**src/design/lla_pkg.sv**
```systemverilog
`timescale 1ns / 1ps
// ----------------------------------------------------------------------------
// lla_pkg
// Shared constants and types of the life-like automaton row step.
// ----------------------------------------------------------------------------
package lla_pkg;

	localparam int GRID_COLS = 64;
	localparam int ROW_W     = 64;
	localparam int CNT_W     = 4;
	localparam int SUM_W     = 2;
	localparam int BEAT_W    = ROW_W + 1;

	localparam logic [3:0] BIRTH_RESET   = 4'd3;
	localparam logic [3:0] SURVIVE_RESET = 4'd2;

	localparam logic REG_BIRTH   = 1'b0;
	localparam logic REG_SURVIVE = 1'b1;

	typedef struct packed {
		logic use_in_mid;   // current input row stands in as the middle row
		logic use_in_down;  // current input row is the row below
		logic advance;      // above <= middle, middle <= input
		logic clear;        // return to the dead border
	} cell_ctrl_t;

	typedef struct packed {
		logic [3:0] birth;
		logic [3:0] survive;
	} rule_t;

endpackage

```
**src/design/lla_cell.sv**
```systemverilog
`timescale 1ns / 1ps
// ----------------------------------------------------------------------------
// lla_cell
// One grid column: holds the above and middle bits, hands its column sum to
// both neighbors and applies the birth / survive rule.
// ----------------------------------------------------------------------------
module lla_cell
	import lla_pkg::*;
(
	input  logic             clk,
	input  logic             arst_n,
	input  cell_ctrl_t       ctrl,
	input  rule_t            rule,
	input  logic             row_bit,
	input  logic [SUM_W-1:0] left_sum,
	input  logic [SUM_W-1:0] right_sum,
	output logic [SUM_W-1:0] col_sum,
	output logic             next_bit
);

	logic             above_q;
	logic             mid_q;
	logic             mid_eff;
	logic             down_eff;
	logic [CNT_W-1:0] cnt;

	assign mid_eff  = ctrl.use_in_mid ? row_bit : mid_q;
	assign down_eff = ctrl.use_in_down & row_bit;
	assign col_sum  = SUM_W'(above_q) + SUM_W'(mid_eff) + SUM_W'(down_eff);

	// eight-neighbor count: three columns minus the cell itself
	assign cnt = CNT_W'(left_sum) + CNT_W'(col_sum) + CNT_W'(right_sum)
		- CNT_W'(mid_eff);

	always_comb begin
		priority if (cnt == rule.birth) begin
			next_bit = 1'b1;
		end else if (cnt == rule.survive) begin
			next_bit = mid_eff;
		end else begin
			next_bit = 1'b0;
		end
	end

	always_ff @(posedge clk or negedge arst_n) begin
		if (!arst_n) begin
			above_q <= 1'b0;
			mid_q   <= 1'b0;
		end else if (ctrl.clear) begin
			above_q <= 1'b0;
			mid_q   <= 1'b0;
		end else if (ctrl.advance) begin
			above_q <= mid_q;
			mid_q   <= row_bit;
		end
	end

endmodule

```
**src/design/lla_out_fifo.sv**
```systemverilog
`timescale 1ns / 1ps
// ----------------------------------------------------------------------------
// lla_out_fifo
// Two-entry result queue between the cell row and the output stream.
// ----------------------------------------------------------------------------
module lla_out_fifo
	import lla_pkg::*;
(
	input  logic              clk,
	input  logic              arst_n,
	input  logic              push,
	input  logic [BEAT_W-1:0] push_data,
	input  logic              pop,
	output logic              not_full,
	output logic              not_empty,
	output logic [BEAT_W-1:0] head,
	output logic [1:0]        count
);

	logic [BEAT_W-1:0] mem_q [2];
	logic              wr_q;
	logic              rd_q;
	logic [1:0]        count_q;
	logic              do_pop;

	assign not_full  = (count_q != 2'd2);
	assign not_empty = (count_q != 2'd0);
	assign do_pop    = pop & not_empty;
	assign head      = mem_q[rd_q];
	assign count     = count_q;

	always_ff @(posedge clk) begin
		if (push) begin
			mem_q[wr_q] <= push_data;
		end
	end

	always_ff @(posedge clk or negedge arst_n) begin
		if (!arst_n) begin
			wr_q    <= 1'b0;
			rd_q    <= 1'b0;
			count_q <= 2'd0;
		end else begin
			if (push) begin
				wr_q <= ~wr_q;
			end
			if (do_pop) begin
				rd_q <= ~rd_q;
			end
			count_q <= count_q + 2'(push) - 2'(do_pop);
		end
	end

endmodule

```
**src/design/life_like_automaton_row_step.sv**
```systemverilog
`timescale 1ns / 1ps
// ----------------------------------------------------------------------------
// life_like_automaton_row_step
// One generation of a life-like automaton, streamed one grid row per beat.
// A result row is queued as the row below it is taken, one row per cycle while
// the queue has room; a final row that flushes two results adds a flush step,
// in which the cell row computes the bottom row alone. Reset: asynchronous,
// active low; rules return to birth 3 / survive 2, held rows to dead border.
// ----------------------------------------------------------------------------
module life_like_automaton_row_step
	import lla_pkg::*;
(
	input  logic             clk,
	input  logic             arst_n,
	// config port
	input  logic             psel,
	input  logic             penable,
	input  logic             pwrite,
	input  logic [2:0]       paddr,
	input  logic [31:0]      pwdata,
	output logic [31:0]      prdata,
	output logic             pready,
	// input rows
	input  logic             s_tvalid,
	output logic             s_tready,
	input  logic [ROW_W-1:0] s_tdata,   // [63:0] row_cells
	input  logic             s_tlast,   // final_row
	// result rows
	output logic             m_tvalid,
	input  logic             m_tready,
	output logic [ROW_W-1:0] m_tdata,   // [63:0] next_row_cells
	output logic             m_tlast    // frame_end
);

	// ------------------------------------------------------------------
	// Rule registers
	// ------------------------------------------------------------------
	rule_t rule_q;
	logic  cfg_wr;

	assign pready = 1'b1;
	assign cfg_wr = psel & penable & pwrite;

	always_ff @(posedge clk or negedge arst_n) begin
		if (!arst_n) begin
			rule_q.birth   <= BIRTH_RESET;
			rule_q.survive <= SURVIVE_RESET;
		end else if (cfg_wr) begin
			unique case (paddr[2])
				REG_BIRTH:   rule_q.birth   <= pwdata[3:0];
				REG_SURVIVE: rule_q.survive <= pwdata[3:0];
			endcase
		end
	end

	always_comb begin
		unique case (paddr[2])
			REG_BIRTH:   prdata = {28'd0, rule_q.birth};
			REG_SURVIVE: prdata = {28'd0, rule_q.survive};
		endcase
	end

	// ------------------------------------------------------------------
	// Row sequencing
	// mid_valid_q : a middle row is held and waits for the row below
	// flush_q     : bottom row still to be computed against the dead border
	// ------------------------------------------------------------------
	logic       mid_valid_q;
	logic       flush_q;
	logic       room;
	logic       in_beat;
	logic       push;
	logic       push_last;
	logic [1:0] fifo_count;
	cell_ctrl_t ctrl;

	assign s_tready = room & ~flush_q;
	assign in_beat  = s_tvalid & s_tready;

	always_comb begin
		ctrl      = '0;
		push      = 1'b0;
		push_last = 1'b0;
		if (flush_q) begin
			// above = old middle, middle = last row, below = border
			push       = room;
			push_last  = 1'b1;
			ctrl.clear = room;
		end else if (in_beat) begin
			ctrl.use_in_down = mid_valid_q;
			ctrl.use_in_mid  = ~mid_valid_q;
			if (!mid_valid_q && s_tlast) begin
				// single-row frame: nothing held, result right away
				push      = 1'b1;
				push_last = 1'b1;
			end else begin
				push         = mid_valid_q;
				ctrl.advance = 1'b1;
			end
		end
	end

	always_ff @(posedge clk or negedge arst_n) begin
		if (!arst_n) begin
			mid_valid_q <= 1'b0;
			flush_q     <= 1'b0;
		end else if (flush_q) begin
			if (room) begin
				flush_q     <= 1'b0;
				mid_valid_q <= 1'b0;
			end
		end else if (in_beat) begin
			if (s_tlast) begin
				flush_q     <= mid_valid_q;
				mid_valid_q <= mid_valid_q;
			end else begin
				mid_valid_q <= 1'b1;
			end
		end
	end

	// ------------------------------------------------------------------
	// Cell row: one cell per grid column, column sums passed sideways
	// ------------------------------------------------------------------
	logic [SUM_W-1:0] col_sum [GRID_COLS];
	logic [ROW_W-1:0] next_row;

	for (genvar k = 0; k < GRID_COLS; k++) begin : g_col
		logic [SUM_W-1:0] left_sum;
		logic [SUM_W-1:0] right_sum;

		if (k == 0) begin : g_left_edge
			assign left_sum = '0;
		end else begin : g_left
			assign left_sum = col_sum[k-1];
		end

		if (k == GRID_COLS - 1) begin : g_right_edge
			assign right_sum = '0;
		end else begin : g_right
			assign right_sum = col_sum[k+1];
		end

		lla_cell u_cell (
			.clk       (clk),
			.arst_n    (arst_n),
			.ctrl      (ctrl),
			.rule      (rule_q),
			.row_bit   (s_tdata[k]),
			.left_sum  (left_sum),
			.right_sum (right_sum),
			.col_sum   (col_sum[k]),
			.next_bit  (next_row[k])
		);
	end

	// columns past the grid stay dead
	for (genvar k = GRID_COLS; k < ROW_W; k++) begin : g_pad
		assign next_row[k] = 1'b0;
	end

	// ------------------------------------------------------------------
	// Result queue: two entries so input keeps moving while a beat waits
	// ------------------------------------------------------------------
	logic [BEAT_W-1:0] head;
	logic              fifo_not_empty;

	lla_out_fifo u_fifo (
		.clk       (clk),
		.arst_n    (arst_n),
		.push      (push),
		.push_data ({push_last, next_row}),
		.pop       (m_tready),
		.not_full  (room),
		.not_empty (fifo_not_empty),
		.head      (head),
		.count     (fifo_count)
	);

	assign m_tvalid = fifo_not_empty;
	assign m_tdata  = head[ROW_W-1:0];
	assign m_tlast  = head[ROW_W];

	// ------------------------------------------------------------------
	// Assertions
	// ------------------------------------------------------------------
	a_fifo_bound : assert property (@(posedge clk) disable iff (!arst_n)
		fifo_count != 2'd3)
		else $error("result queue count out of range");

	a_flush_blocks_input : assert property (@(posedge clk) disable iff (!arst_n)
		flush_q |-> !s_tready)
		else $error("input taken during flush");

	a_flush_follows_last : assert property (@(posedge clk) disable iff (!arst_n)
		(in_beat && s_tlast && mid_valid_q) |=> flush_q)
		else $error("final row of a multi-row frame did not start a flush");

	a_push_has_room : assert property (@(posedge clk) disable iff (!arst_n)
		push |-> room)
		else $error("result pushed into a full queue");

endmodule

```
**config.mk**
```make
export PLATFORM = sky130hd
export DESIGN_NAME = life_like_automaton_row_step
export DESIGN_NICKNAME = d
export VERILOG_FILES = /design/src/design/lla_pkg.sv /design/src/design/lla_cell.sv /design/src/design/lla_out_fifo.sv /design/src/design/life_like_automaton_row_step.sv
export SDC_FILE = /design/constraint.sdc
export NUM_CORES = 1
export LEC_CHECK = 0
export ABC_AREA = 1
export CAP_MARGIN = 40
export CORE_MARGIN = 4
export CORE_UTILIZATION = 54
export DETAILED_ROUTE_END_ITERATION = 6
export DONT_BUFFER_PORTS = 1
export PLACE_DENSITY = 0.66
export SLEW_MARGIN = 40
export SYNTH_ARGS = -nofsm -noshare
export SYNTH_HDL_FRONTEND = slang
export SYNTH_HIERARCHICAL = 1
export SYNTH_SLANG_ARGS = --single-unit
```
**constraint.sdc**
```tcl
create_clock -name clk -period 10.8 [get_ports clk]
set_clock_uncertainty 0.05 [all_clocks]
set_input_delay 0.54 -clock clk [delete_from_list [all_inputs] [get_ports clk]]
set_output_delay 0.54 -clock clk [all_outputs]
set_load 0.05 [all_outputs]
```
==> results.md, run 1 <==
- Worst reg2reg setup slack: 5360 ps
- Setup violations, final: 0
- Final WL: between 80000 and 90000 um
- Fin crit period: between 5000 and 6000 ps
- Max-slew violation count: 0
- Vias: around 29000
- Initial Util: 0.545
- RSZ-0062 raised after global routing: no
- Core Rows: roughly 90
- Buffers on Ports: 0
- Fraction of the yosys area taken by sequential cells: 0.222
- WHS Path Cells: 2
- HP Start: pwdata[1]
- Total Nets Final: just under 6000
- Worst R2R Start: u_fifo/count[1]
- DR pass1 iterations: 7
- Kind of critical path: flip-flop to flip-flop
- Antenna viol nets, final: 0
- Worst skew pair latency: about 560 ps
- Slew Limit Headroom: 0.410
- WP data arrival: ~5700 ps
- Gate Count Post-Synth: between 5000 and 6000
- Slew at the pin closest to its max-slew limit: 881 ps
- # resized after CTS: 0
- Area Growth Syn to Fin: 7.57%
- R2R depth: 20
- Proportion of layout cells with a drive suffix above 1: 0.0194
- CP delay by family, top: adder cells
- Maximum clock insertion buffer count: 3
- Antenna cells: 0
- Achievable Freq: about 0.18 GHz
- Synth Warn #: 6
- Data required, critical path: between 10000 and 15000 ps
- # DRC: 2
- Via/cell ratio: between 4 and 5
- Hold WC Path Type: primary input to flip-flop
- Die Width: ~260 um
- Setup crit end kind: flip-flop
- CTS Buf Count: 37
- FF-to-FF End: u_fifo/mem_q[0][33]
- Worst path cell trace: nand2_1, nand3_1, nor2_4, buf_12, nand2_1, nand2_1, inv_1, fa_1, inv_1, ha_1, fa_1, inv_1, ha_1, fa_1, inv_1, nand2_1, nand2_1, nor2_1, nand3_1, nand2_1
- Cell accounting for the most synthesized area: nand2_1
- CTS H-tree depth: 2
- Global Route Usage Sum: 0.247
- WHS Endpoint: rule_q[1]
- Ys async rst share: 0.522
- Post-synth EDFFs: 130
- Die Y: about 260 um
- Clock Pin Slew Worst Setup and Hold Paths: 60 ps
- Multi-input logic area: between 15000 and 20000 sq um
- Routed WL per cell: around 13 um
- Synth cell types: 24
- CTS tree: done
- CP Buf/Inv Count: 5
- Placer congestion estimate: between 0.8 and 0.9
- Initial antenna violation count: 0
- Max-Cap Viols: 0
- Post-synthesis register bit count: 272
- Failing checks: DRC
- Most used cell along the critical path: nand2_1
- Detailed Route Iter0 Violations: 1704
- Final worst path period share: 0.504
- FF/Latch Area: ~7500 sq um
- Post-synth top flop: dfrtp_1
- # hold bufs at CTS: 1
- DP HPWL: 54800 um
- Crit path max fanout: around 100
- Post-synth top area share: 0.213
- Number of global-route vias before repair: around 27000
- Outcome: finished, violations left
- Core area: just over 60000 sq um
- GR Overflow Total: 0
- Largest net degree at the start of global routing: approximately 210
- Synthesized area: approximately 34000 sq um
- Full die area: roughly 66000 sq um
- # IOs: approximately 210
- CP max-delay cell: nor2_4
- Wire length of the first global-routing pass: 135000 um
- Postcts setup bufs: 0
- Clock sink count: 272
- CTS Root Cell: clkbuf_16
- Final hold vios: 0
- Fillcell total: ~6000
- Synth area leaders: nand2_1 (21%), inv_1 (19%), fa_1 (15%), edfxtp_1 (12%), dfrtp_1 (10%)
- Final setup TNS: 0 ps
- Slowest stage delay, CP: between 600 and 700 ps
- Startpoint types: flip-flop
- Mean post-synth cell area: ~6.4 sq um
cells by family after synthesis:
group | after synthesis | synth area share
AO/OA/AOI/OAI | 259 | 0.0386
other | 2 | 0.000224
XOR/XNOR | 65 | 0.0170
buffers and inverters | 1724 | 0.197
adder cells (fa/ha/maj) | 450 | 0.225
flip-flops | 272 | 0.222
AND/OR/NAND/NOR | 2502 | 0.300
cell usage after synthesis, types with 2 or more instances:
| library cell | count |
|---|---|
| o21ai_1 | 2 |
| fa_1 | 256 |
| nor2_1 | 199 |
| buf_2 | 12 |
| o21ai_0 | 128 |
| buf_4 | 31 |
| inv_2 | 3 |
| nand3b_1 | 64 |
| inv_1 | 1676 |
| dfstp_2 | 3 |
| a21oi_1 | 129 |
| xnor2_1 | 64 |
| ha_1 | 194 |
| nand2_1 | 1903 |
| dfrtp_1 | 139 |
| conb_1 | 2 |
| nand3_1 | 333 |
| edfxtp_1 | 130 |
stage by stage:
stage               area, sq um  worst slack, ps  instances   util  hold slack, ps
floorplan                 33700             2350       5305      -             194
global placement          34600             5480       6115  0.562             199
detailed placement        34700             5420       6115  0.563             199
CTS                       35900             5410       6184  0.583            13.7
global route              36100             5020       6191  0.586            44.5
finish                    36100             5360       6191  0.586            49.3
layer usage:
| layer | track usage | wire (um) | part of all wire | up-vias |
|---|---|---|---|---|
| met3 | 0.0365 | 4420 | 0.054 | 74 |
| li1 | - | - | - | 15247 |
| met5 | 0 | 0 | 0 | - |
| met2 | 0.417 | 37400 | 0.46 | 469 |
| met4 | 0.0422 | 1290 | 0.016 | 0 |
| met1 | 0.345 | 38300 | 0.47 | 13092 |
state kept, by name, summed over array words and instances, names as in the netlist:
signal,cells
flush_q,1
g_col.u_cell/above_q,64
g_col.u_cell/mid_q,64
mid_valid_q,1
rule_q,8
u_fifo/count,2
u_fifo/mem_q,130
u_fifo/rd_q,1
u_fifo/wr_q,1
worst max-delay path by stage:
| stage | from | to | slack, ps | cells past startpoint |
|---|---|---|---|---|
| 2_1_floorplan | s_tvalid | g_col[0].u_cell/above_q | 2350 | 4 |
| 3_3_place_gp | u_fifo/count[1] | u_fifo/mem_q[1][31] | 5480 | 20 |
| 3_5_place_dp | u_fifo/count[1] | u_fifo/mem_q[0][33] | 5420 | 20 |
| 4_1_cts | u_fifo/count[1] | u_fifo/mem_q[0][33] | 5410 | 20 |
| 5_1_grt | u_fifo/count[1] | u_fifo/mem_q[1][31] | 5020 | 20 |
| 6_report | u_fifo/count[1] | u_fifo/mem_q[0][33] | 5360 | 20 |
cell type report:
cell class | count | share of cell area
multi-input cells | 3309 | 0.544
repair buffers | 25 | 0.0102
flip-flops and latches | 272 | 0.207
clock inverters | 21 | 0.00596
inverters | 1680 | 0.175
well taps | 837 | 0.0290
clock buffers | 47 | 0.0287
worst register-to-register path, delay by kind of cell (launching register included):
kind | cells | cell delay, ps
adder cells (fa/ha/maj) | 5 | 1930
flip-flops | 1 | 400
AND/OR/NAND/NOR | 10 | 2010
buffers and inverters | 5 | 760
cell usage in the layout (no fill, tap or decap), types with 128 or more instances in the layout:
cell / instances
a21oi_1: 129
dfrtp_1: 133
edfxtp_1: 130
fa_1: 256
ha_1: 194
inv_1: 1674
nand2_1: 1903
nand3_1: 333
nor2_1: 195
o21ai_0: 128
Power of run 1 is left out: the tool's default activity adds up to more than one toggle a clock period on the data nets, which glitch-free logic cannot reach.
==> inputs of run 2 (changes only) <==
- clock period: 10.8 -> 5.5 ns (I/O delays scaled with it)
==> results.md, run 2 (synthesis gave the netlist of run 1 again) <==
- Final worst path period share: 0.871
- DP HPWL: around 57000 um
- Number of global-route vias before repair: ~28000
- Max reg flops: between 100 and 150
- CTS Root Cell: clkbuf_16
- Setup violations, final: 0
- Core area: about 60000 sq um
- Clock sink count: 272
- Largest registers: u_fifo/mem_q (130), g_col.u_cell/above_q (64), g_col.u_cell/mid_q (64)
- Crit path max fanout: between 100 and 150
- CTS tree: done
- # DRC: 0
- Area Growth Syn to Fin: 10.8%
- Startpoint types: flip-flop
- CTS H-tree depth: 2
- Slew at the pin closest to its max-slew limit: roughly 800 ps
- Maximum clock insertion buffer count: 3
- # resized after CTS: 0
- Highest-count cells in the layout ignoring fill and taps: nand2_1 (1903), inv_1 (1674), nand3_1 (333), fa_1 (256), nor2_1 (195)
- Final setup TNS: 0 ps
- Clock Pin Slew Worst Setup and Hold Paths: around 60 ps
- Worst setup margin: approximately 710 ps
- Hold WC Path Type: primary input to flip-flop
- Total Nets Final: ~6000
- Kind of critical path: flip-flop to flip-flop
- Core Rows: 91
- WP data arrival: around 5000 ps
- Fin crit period: about 4800 ps
- Fillcell total: just under 6000
- # IOs: 207
- Slew Limit Headroom: 0.464
- Antenna viol nets, final: 0
- Via/cell ratio: ~4.7
- CTS Buf Count: 38
- DR pass1 iterations: 5
- Multi-input logic area: roughly 20000 sq um
- Most common cell after layout, fill and taps aside: nand2_1
- Buffers on Ports: 0
- Max-slew violation count: 0
- Detailed Route Iter0 Violations: 1443
- Routed WL per cell: around 13 um
- Post-Place Setup Slack: ~750 ps
- Proportion of layout cells with a drive suffix above 1: 0.0206
- Postcts setup bufs: 0
- Global Route Usage Sum: 0.254
- Wire length of the first global-routing pass: roughly 140000 um
- Full die area: around 66000 sq um
- Die Width: 257 um
- Initial antenna violation count: 0
- Biggest register: u_fifo/mem_q
- Largest net degree at the start of global routing: approximately 150
- Placer congestion estimate: between 0.8 and 0.9
- Worst skew pair latency: 570 ps
- Data required, critical path: around 5700 ps
- Setup crit end kind: flip-flop
- Die Y: ~260 um
- Final hold vios: 0
- Max-Cap Viols: 0
- FF/Latch Area: ~7500 sq um
- RSZ-0062 raised after global routing: no
- Final WL: roughly 83000 um
- Vias: slightly below 30000
- Initial Util: 0.545
- Achievable Freq: between 0.2 and 0.25 GHz
- GR Overflow Total: 0
- # hold bufs at CTS: between 80 and 90
- Outcome: complete, no violations
run 2: worst paths after layout:
check / startpoint / end / slack [ps] / depth (start not counted)
hold reg to reg: g_col[0].u_cell/mid_q / g_col[0].u_cell/above_q / 470 / 2
hold / removal: s_tvalid / flush_q / 100 / 2
setup reg to reg: u_fifo/count[1] / u_fifo/mem_q[0][33] / 710 / 20
min in group asynchronous: arst_n / g_col[42].u_cell/mid_q / 180 / 2
setup / recovery: u_fifo/count[1] / u_fifo/mem_q[0][33] / 710 / 20
max in group asynchronous: arst_n / rule_q[3] / 4360 / 3
run 2: final cells by class:
class,count,area share
clock buffer,49,0.0287
tap,837,0.0282
clock inverter,21,0.00750
inverter,1680,0.170
sequential,272,0.201
antenna,4,0.000269
multi-input combinational,3309,0.528
timing repair buffer,119,0.0362
run 2: layer usage:
layer	up-vias	routed length, um	GRT usage
met3	107	4060	0.0351
li1	15478	-	-
met2	480	37100	0.417
met4	0	1810	0.0574
met5	-	0	0
met1	13291	40000	0.360
run 2: per-stage QoR:
stage	util	hold WS, ps	cell area, sq um	cells
global route	0.604	104	37200	6287
floorplan	-	-70.6	33700	5305
detailed placement	0.566	-66.5	34900	6127
global placement	0.563	-66.0	34700	6118
CTS	0.603	81.2	37100	6284
finish	0.604	97.0	37200	6291
run 2: worst max-delay path: stages, from the launching register on:
cell,delay [ps]
dfrtp_1,390
nand2_1,210
nand3_1,340
nor2_4,220
buf_12,420
nand2_1,110
nand2_1,120
inv_1,70
fa_1,530
inv_1,70
ha_1,210
fa_1,480
inv_1,40
ha_1,200
fa_1,480
inv_1,70
nand2_1,40
nand2_1,90
nor2_1,40
nand3_1,70
nand2_1,160
Power of run 2 is left out for the same reason.
